<file path="config.mk">
export PLATFORM = sky130hd
export DESIGN_NAME = agsh_isqrt
export DESIGN_NICKNAME = d
export VERILOG_FILES = /design/src/rtl/agsh_pkg.sv /design/src/rtl/agsh_isqrt.sv
export SDC_FILE = /design/constraint.sdc
export NUM_CORES = 2
export LEC_CHECK = 0
export BUFFER_PORTS_ARGS = -buffer_cell sky130_fd_sc_hd__buf_2
export CORE_MARGIN = 2
export CORE_UTILIZATION = 30
export CTS_CLUSTER_SIZE = 8
export DETAILED_ROUTE_END_ITERATION = 8
export GPL_TIMING_DRIVEN = 0
export HOLD_SLACK_MARGIN = 0.12
export PLACE_DENSITY_LB_ADDON = 0.25
export SLEW_MARGIN = 20
export SYNTH_ARGS = -nofsm -noshare
export SYNTH_HDL_FRONTEND = slang
export SYNTH_SLANG_ARGS = --single-unit
</file>
<file path="constraint.sdc">
create_clock -name clk -period 4.9 [get_ports clk]
set_input_delay 0 -clock clk [delete_from_list [all_inputs] [get_ports clk]]
set_output_delay 0 -clock clk [all_outputs]
set_load 0.02 [all_outputs]
</file>
<file path="src/rtl/agsh_pkg.sv">
// ----------------------------------------------------------------------------
// agsh_pkg
// Shared widths, types and helper functions of the angle grey shading pipeline.
// ----------------------------------------------------------------------------
package agsh_pkg;

	localparam int COORD_BITS = 20;
	localparam int REG_BITS   = 20;
	localparam int FRAC_BITS  = 12;
	localparam int BARY_BITS  = 20;
	localparam int IDX_BITS   = 2;

	localparam logic [IDX_BITS-1:0] REG_LIGHT_X = 2'd0;
	localparam logic [IDX_BITS-1:0] REG_LIGHT_Y = 2'd1;
	localparam logic [IDX_BITS-1:0] REG_LIGHT_Z = 2'd2;

	localparam int TD_W  = 2 * COORD_BITS;
	localparam int P_W   = TD_W - FRAC_BITS + 1;
	localparam int V_W   = P_W + 1;
	localparam int EP_W  = 2 * V_W;
	localparam int N_W   = EP_W + 1;
	localparam int LEN_W = 7;
	localparam int SH_W  = 6;
	localparam int RED_LIMIT_BITS = 15;
	localparam int RED_W = RED_LIMIT_BITS + 2;
	localparam int RP_W  = 2 * RED_W;
	localparam int C_W   = RP_W + 1;
	localparam int X_W   = RP_W + 2;
	localparam int MAG_W = 32;
	localparam int SQ_W  = 64;
	localparam int ROOT_W = 32;
	localparam int ISQ_STEPS = 32;

	localparam int CORDIC_STEPS = 19;
	localparam int CX_W = 40;
	localparam int Z_W  = 26;
	localparam logic signed [Z_W-1:0] DEG90 = Z_W'(90 * 65536);
	localparam logic signed [Z_W-1:0] DEG15 = Z_W'(15 * 65536);
	localparam logic [16:0] RECIP_165 = 17'd101681;
	localparam logic [31:0] ALPHA_OPAQUE = 32'hFF000000;

	localparam logic [BARY_BITS:0] BARY_ONE = 21'd65536;

	typedef struct packed {
		logic hit;
		logic nz;
	} tag_t;

	typedef struct packed {
		logic [SQ_W-1:0] rad;
		logic [SQ_W-1:0] root;
	} isq_t;

	function automatic logic [LEN_W-1:0] bit_len(input logic [N_W-1:0] v);
		logic [LEN_W-1:0] len;
		len = '0;
		for (int i = 0; i < N_W; i++)
			if (v[i])
				len = LEN_W'(i + 1);
		return len;
	endfunction

	function automatic logic [SH_W-1:0] red_shift(input logic [N_W-1:0] v);
		logic [LEN_W-1:0] len;
		len = bit_len(v);
		if (len > LEN_W'(RED_LIMIT_BITS))
			return SH_W'(len - LEN_W'(RED_LIMIT_BITS));
		return '0;
	endfunction

	function automatic logic signed [Z_W-1:0] atan_q16(input int i);
		case (i)
			0:  return Z_W'(2949120);
			1:  return Z_W'(1740967);
			2:  return Z_W'(919879);
			3:  return Z_W'(466945);
			4:  return Z_W'(234379);
			5:  return Z_W'(117304);
			6:  return Z_W'(58666);
			7:  return Z_W'(29335);
			8:  return Z_W'(14668);
			9:  return Z_W'(7334);
			10: return Z_W'(3667);
			11: return Z_W'(1833);
			12: return Z_W'(917);
			13: return Z_W'(458);
			14: return Z_W'(229);
			15: return Z_W'(115);
			16: return Z_W'(57);
			17: return Z_W'(29);
			18: return Z_W'(14);
			default: return '0;
		endcase
	endfunction

	function automatic isq_t isq_step(input isq_t s, input logic [SQ_W-1:0] b);
		isq_t o;
		if (s.rad >= s.root + b) begin
			o.rad  = s.rad - (s.root + b);
			o.root = (s.root >> 1) + b;
		end else begin
			o.rad  = s.rad;
			o.root = s.root >> 1;
		end
		return o;
	endfunction

endpackage

</file>
<file path="src/rtl/agsh_isqrt.sv">
// ----------------------------------------------------------------------------
// agsh_isqrt
// Pipelined integer square root, one result bit per stage; carries x and tag.
// ----------------------------------------------------------------------------
module agsh_isqrt import agsh_pkg::*; (
	input  logic                  clk,
	input  logic                  arst_n,
	input  logic                  en,
	input  logic                  in_v,
	input  logic [SQ_W-1:0]       in_rad,
	input  logic signed [X_W-1:0] in_x,
	input  tag_t                  in_tag,
	output logic                  out_v,
	output logic [ROOT_W-1:0]     out_root,
	output logic signed [X_W-1:0] out_x,
	output tag_t                  out_tag
);

	logic                  v_s   [ISQ_STEPS+1];
	isq_t                  st_s  [ISQ_STEPS+1];
	logic signed [X_W-1:0] x_s   [ISQ_STEPS+1];
	tag_t                  tag_s [ISQ_STEPS+1];

	assign v_s[0]   = in_v;
	assign st_s[0]  = '{rad: in_rad, root: '0};
	assign x_s[0]   = in_x;
	assign tag_s[0] = in_tag;

	for (genvar k = 0; k < ISQ_STEPS; k++) begin : g_step
		localparam logic [SQ_W-1:0] BIT = SQ_W'(1) << (SQ_W - 2 - 2 * k);

		always_ff @(posedge clk or negedge arst_n) begin
			if (!arst_n)
				v_s[k+1] <= 1'b0;
			else if (en)
				v_s[k+1] <= v_s[k];
		end

		always_ff @(posedge clk) begin
			if (en) begin
				st_s[k+1]  <= isq_step(st_s[k], BIT);
				x_s[k+1]   <= x_s[k];
				tag_s[k+1] <= tag_s[k];
			end
		end
	end

	assign out_v    = v_s[ISQ_STEPS];
	assign out_root = st_s[ISQ_STEPS].root[ROOT_W-1:0];
	assign out_x    = x_s[ISQ_STEPS];
	assign out_tag  = tag_s[ISQ_STEPS];

endmodule

</file>
# Word level (Yosys, flattened, before mapping)
# Index checks and enable logic that the tools add are counted.
dict set report totals {
  elab_cells 378
  out_inout_bits 71
  register_bits 5248
  input_bits 106
}
dict set report classes {
  add_sub_neg 93
  mux 32
  order_cmp 32
}
# operator n
set op_table {}
lappend op_table {{two-way mux 128 bit} 31}
lappend op_table {{greater-or-equal comparator 64 bit} 31}
lappend op_table {{subtractor 64 bit} 30}
lappend op_table {{adder 63 x 11 -> 64 bit (second input constant)} 1}
lappend op_table {{adder 63 x 13 -> 64 bit (second input constant)} 1}
lappend op_table {{adder 63 x 15 -> 64 bit (second input constant)} 1}
lappend op_table {{adder 63 x 17 -> 64 bit (second input constant)} 1}
lappend op_table {{adder 63 x 19 -> 64 bit (second input constant)} 1}
lappend op_table {{adder 63 x 21 -> 64 bit (second input constant)} 1}
lappend op_table {{adder 63 x 23 -> 64 bit (second input constant)} 1}
lappend op_table {{adder 63 x 25 -> 64 bit (second input constant)} 1}
lappend op_table {{adder 63 x 27 -> 64 bit (second input constant)} 1}
lappend op_table {{adder 63 x 29 -> 64 bit (second input constant)} 1}
lappend op_table {{adder 63 x 3 -> 64 bit (second input constant)} 1}
lappend op_table {{adder 63 x 31 -> 64 bit (second input constant)} 1}
lappend op_table {{adder 63 x 33 -> 64 bit (second input constant)} 1}
lappend op_table {{adder 63 x 35 -> 64 bit (second input constant)} 1}
lappend op_table {{adder 63 x 37 -> 64 bit (second input constant)} 1}
lappend op_table {{adder 63 x 39 -> 64 bit (second input constant)} 1}
lappend op_table {{adder 63 x 41 -> 64 bit (second input constant)} 1}
lappend op_table {{adder 63 x 43 -> 64 bit (second input constant)} 1}
lappend op_table {{adder 63 x 45 -> 64 bit (second input constant)} 1}
lappend op_table {{adder 63 x 47 -> 64 bit (second input constant)} 1}
lappend op_table {{adder 63 x 49 -> 64 bit (second input constant)} 1}
lappend op_table {{other kinds (44)} 44}

# Depth between registers and ports, before layout
dict set report logic_depth {
  word_depth 3
  mapped_depth 15
  depth_no_buf 13
}

# Least setup slack after synthesis
# Ideal clock, no wire load.
dict set report synth_timing {
  path_type {reg2reg}
  startpoint {register st_s[466] (netlist name)}
  endpoint {register st_s[373] (netlist name) (data pin)}
  arrival_ns 3.173
  synth_period_minus_slack_ns 3.431
  setup_slack_ns 1.469
  stages_incl_launch_ff 12
  t_required_ns 4.642
  path_cell_list {edfxtp_1 > ha_1 > clkbuf_1 > a211o_1 > a21oi_1 > nor2_1 > o41a_1 > o31a_1 > a211o_1 > or3_1 > or4_1 > xnor2_1}
}
dict set report synth_via {
  elab_chain_cells 2
}
# item line
set synth_rtl {}
lappend synth_rtl {{from (decl)} agsh_isqrt.sv:20} ;# isq_t st_s [ISQ_STEPS+1];
lappend synth_rtl {{from (signal, indexed assignment)} agsh_isqrt.sv:41} ;# st_s[k+1] <= isq_step(st_s[k], BIT);
lappend synth_rtl {{subtractor 64 bit or greater-or-equal comparator 64 bit (tied branches)} {agsh_pkg.sv:99, agsh_pkg.sv:98}}
lappend synth_rtl {{two-way mux 128 bit *} agsh_pkg.sv:98} ;# if (s.rad >= s.root + b) begin
# Every way passes the cells marked *; elsewhere a longest branch is shown, timed or not.
# A chain may end at the register's enable or synchronous reset.

# Final worst setup path
dict set report layout_timing {
  startpoint {register st_s[273] (netlist name)}
  endpoint {register st_s[224] (netlist name) (data pin)}
}
dict set report layout_via {
  elab_chain_cells 3
}
# item line
set layout_rtl {}
lappend layout_rtl {{adder 64 x 3 -> 64 bit *} {agsh_pkg.sv:98, agsh_pkg.sv:99}}
lappend layout_rtl {{subtractor 64 bit or greater-or-equal comparator 64 bit (tied branches)} {agsh_pkg.sv:99, agsh_pkg.sv:98}}
lappend layout_rtl {{two-way mux 128 bit *} agsh_pkg.sv:98}
# Marks and branches as above.

==> out/qor.csv <==
stage,metric,value,unit
yosys,synth_xor_area_share,4.93,%
floorplan,design.core.area,525000,sq um
sta,max_slew_violation_total_from_the_final_report,0,
clock_tree,clock_sink_count,3760,
routing,drt_first_pass_iters,5,
floorplan,die_w,730,um
floorplan,num_io_pins,177,
power_and_ir_drop,power_switching,24.5,mW
global_route,via_count_of_the_first_global_routing_pass,89700,
clock_tree,clk_latency,1.07,ns
yosys,synth.top_cells.by_area,"sky130_fd_sc_hd__edfxtp_1 71%, sky130_fd_sc_hd__ha_1 4.4%, sky130_fd_sc_hd__xnor2_1 2.5%",
routing,drt-wirelength-per-cell,18.9,um
floorplan,die_height,730,um
cells_and_area,finalCoreUtilization,35.7,%
worst_setup_path,critPathMaxFanout,10,
sta,timing_hold_violations_final,0,
sta,hold_ws,0.285,ns
run,max_cap_viols,0,
power_and_ir_drop,internal-power,65.8,mW
power_and_ir_drop,p_comb_share,15.3,%
clock_tree,h-tree-depth,6,
clock_tree,tritoncts.num_buffers,549,
yosys,netlist.top_cell.by_area,sky130_fd_sc_hd__edfxtp_1,
worst_setup_path,critical_path.max_stage_delay,0.49,ns
worst_setup_path,critical_path_arrival,5.46,ns
cells_and_area,fin_cells,19000,
yosys,ys_seq_area_share,71.3,%
routing,vias,87600,
clock_tree,cts.clk_slew.worst_paths,0.05,ns
sta,fin_crit,4.73,ns
floorplan,design.die.area,533000,sq um
power_and_ir_drop,power.ir.vdd_worst,0.000352,V
yosys,main_combinational_cell_family_by_area_after_synthesis,simple AND/OR/NAND/NOR gates,
sta,setup-violations-final,0,
power_and_ir_drop,powerDensity,482,nW/um^2
worst_setup_path,cpLargestDelayFamily,buffers and inverters,
power_and_ir_drop,sw_frac_of_total,27.2,%
clock_tree,clk_root_buffer_cell,sky130_fd_sc_hd__clkbuf_16,
sta,layout_worst_path_cycle_share,96.5,%
yosys,synth_adder_area_share,4.42,%
global_route,global_route_wire_length_before_repair,541000,um
yosys,syn_area,158000,sq um
yosys,postSynthRegisterBits,3760,
yosys,synth_enable_flop_cells,3728,
global_route,maximum_number_of_pins_on_one_net_before_global_route_repair,150,
global_route,antenna_violations_before_repair,14,
worst_setup_path,critical_path.slowest_cell,sky130_fd_sc_hd__clkdlybuf4s15_2,
power_and_ir_drop,p_leak,67.7,nW
floorplan,floorplan.initialDensity,30.1,%
worst_setup_path,critical_path_class,flop to flop,
global_route,globalRouteOverflowTotal,0,
place,place_congestion,0.898,
clock_tree,tritoncts,yes,
yosys,synth.mux.area_fraction,0.817,%
yosys,synth_top_cell_area_share,70.8,%
yosys,asr_flop_ratio_synth,0.851,%
worst_setup_path,start_kind,flop,
worst_setup_path,critical_path.endpoint_type,flop,
sta,slew_at_the_pin_closest_to_its_max_slew_limit,1.19,ns
power_and_ir_drop,p_clk_share,38.0,%
routing,vias_per_cell,4.61,
sta,worst_clock_skew,0.113,ns
hold_path,hold_class,input pin to flop,
yosys,syn_inst,10800,
yosys,post_synth_and_or_nand_nor_area_fraction,9.02,%
floorplan,placementRows,266,
yosys,synthesis.nets,11500,
sta,rsz0062_at_grt,no,
yosys,synthDistinctLibCells,96,
place,dpl.cell_count,18000,
cells_and_area,syn2layout_area_growth,18.5,%
place,detailedPlacementHpwl,256000,um
routing,drc,0,
yosys,compound_gate_portion_of_the_synthesized_area,7.07,%
sta,slew-limit-headroom,19.4,%
cells_and_area,layout-drive-gt1-share,9.60,%
clock_tree,cts-root-to-sink-buffers,4,
place,io_buffer_count,176,
cells_and_area,fin_nets,12500,
worst_setup_path,critical_path.cell_chain,"inv_1, ha_1, clkbuf_1, a21oi_1, o21ai_0, nor3_1, o31ai_1, nor2_1, o41ai_2, a221oi_4, inv_1, clkbuf_2, buf_2, clkdlybuf4s15_2, a21oi_1",
worst_setup_path,critical_path_buffer_and_inverter_count,6,
worst_setup_path,worst_ep_required_time,5.63,ns
run_status,status,completed,
yosys,syn_avg_cell_area,14.6,sq um
power_and_ir_drop,pwr-share-seq,46.7,%
yosys,yosysWarningCount,0,
routing,detail-route-antenna-nets,0,
routing,detail_route.wirelength,359000,um
routing,dr_iter_0_viols,5240,
global_route,globalRouteTotalUtil,13.1,%
sta,timing.fmax,212,MHz
yosys,prevailing_post_synth_register_cell,sky130_fd_sc_hd__edfxtp_1,
-- worst register-to-register path: stages (launching register included) --
cell	delay (ns)
sky130_fd_sc_hd__edfxtp_1	0.38
sky130_fd_sc_hd__inv_1	0.06
sky130_fd_sc_hd__ha_1	0.27
sky130_fd_sc_hd__clkbuf_1	0.29
sky130_fd_sc_hd__a21oi_1	0.12
sky130_fd_sc_hd__o21ai_0	0.36
sky130_fd_sc_hd__nor3_1	0.11
sky130_fd_sc_hd__o31ai_1	0.41
sky130_fd_sc_hd__nor2_1	0.22
sky130_fd_sc_hd__o41ai_2	0.42
sky130_fd_sc_hd__a221oi_4	0.19
sky130_fd_sc_hd__inv_1	0.11
sky130_fd_sc_hd__clkbuf_2	0.38
sky130_fd_sc_hd__buf_2	0.47
sky130_fd_sc_hd__clkdlybuf4s15_2	0.50
sky130_fd_sc_hd__a21oi_1	0.14
-- power groups by stage --
stage / Sequential (mW) / Combinational (mW) / Clock (mW)
CTS: 42.2 / 13.8 / 35.7
floorplan: 41.7 / 9.63 / 0
global placement: 44.6 / 10.7 / 0
detailed placement: 42.8 / 13.6 / 0
global route: 42.6 / 15.4 / 36.9
finish: 42.2 / 13.8 / 34.3
-- worst paths after layout --
| path | start | end | slack (ns) | cells after the start |
|---|---|---|---|---|
| setup reg to reg | st_s[273] | st_s[224] | 0.17 | 15 |
| max in group asynchronous | arst_n | v_s[28] | 4.14 | 5 |
| setup / recovery | st_s[273] | st_s[224] | 0.17 | 15 |
| hold / removal | in_x[4] | x_s[1120] | 0.28 | 3 |
| hold reg to reg | x_s[497] | x_s[461] | 0.33 | 0 |
| min in group asynchronous | arst_n | v_s[15] | 0.58 | 5 |
-- cell usage after synthesis, drive strengths merged (103+ instances only) --
cell type	n
nor2	614
nand2b	111
nor3	266
buf	117
o21ai	464
xnor2	459
nand2	625
ha	558
xor2	431
clkbuf	129
a21o	231
inv	684
a21oi	597
or3	103
mux2	104
edfxtp	3728
nand4	160
nand3	126
nor4	338
-- per-layer routing --
metal  global-route usage [%]  up-vias  wire, um
met1                     14.7    42500    142000
met3                     2.04      720     12200
met4                     6.78        0     19600
met2                     24.0     1495    185000
li1                         -    42900         -
met5                        0        -         0
-- through the flow --
step,instance area [sq um],worst slack (ns),power [mW],TNS [ns]
6_report,187000,0.172,90.3,0
5_1_grt,187000,0.0148,94.8,0
4_1_cts,187000,0.0182,91.7,0
3_5_place_dp,169000,-0.825,56.4,-20.02
3_3_place_gp,168000,-59.50,55.3,-
2_1_floorplan,158000,1.47,51.3,0
-- timing repair --
action	4_1_cts	5_1_grt
hold endpoints to repair	714	0
resized for setup	13	12
cloned	0	1
buffers inserted	0	0
hold buffers	288	0
setup endpoints to repair	78	175
pin swaps	0	0
-- logic make-up after synthesis --
family / Yosys count
compound gates: 1807
flops: 3760
fa+ha+maj: 558
mux: 116
simple gates: 2762
xor+xnor: 890
buf+inv: 931
-- area by class of cell --
type / count / area [sq um]
clock inverter: 80 / 1590
tap: 6968 / 8720
antenna: 84 / 210
inverter: 685 / 2570
buffer: 246 / 1260
timing repair buffer: 497 / 4670
clock buffer: 572 / 13800
multi-input combinational: 6133 / 41700
fill: 50000 / 338000
sequential: 3760 / 113000
-- cell usage in the layout (no fill, tap or decap), types with 73 or more instances in the layout --
cell type                       count
sky130_fd_sc_hd__nand2b_1         111
sky130_fd_sc_hd__nor3_1           259
sky130_fd_sc_hd__ha_1             558
sky130_fd_sc_hd__buf_4             73
sky130_fd_sc_hd__nand4_1          160
sky130_fd_sc_hd__edfxtp_1        3728
sky130_fd_sc_hd__o21ai_0          463
sky130_fd_sc_hd__diode_2           84
sky130_fd_sc_hd__a21oi_1          597
sky130_fd_sc_hd__nor4_1           327
sky130_fd_sc_hd__buf_2            199
sky130_fd_sc_hd__clkbuf_1         148
sky130_fd_sc_hd__mux2_2           103
sky130_fd_sc_hd__xor2_1           422
sky130_fd_sc_hd__or3_1            102
sky130_fd_sc_hd__dlygate4sd3_1    286
sky130_fd_sc_hd__xnor2_1          459
sky130_fd_sc_hd__clkbuf_16        551
sky130_fd_sc_hd__nand3_1          126
sky130_fd_sc_hd__a21o_1           231
sky130_fd_sc_hd__nand2_1          624
sky130_fd_sc_hd__nor2_1           614
sky130_fd_sc_hd__inv_1            681
sky130_fd_sc_hd__o21a_1            92
-- state kept, by name (all words and copies together), names as in the netlist --
signal,flops
tag_s,62
st_s,2480
out_tag,2
v_s,31
x_s,1116
out_x,36
out_root,32
out_v,1
No activity file was read; power rests on OpenSTA's default activity.
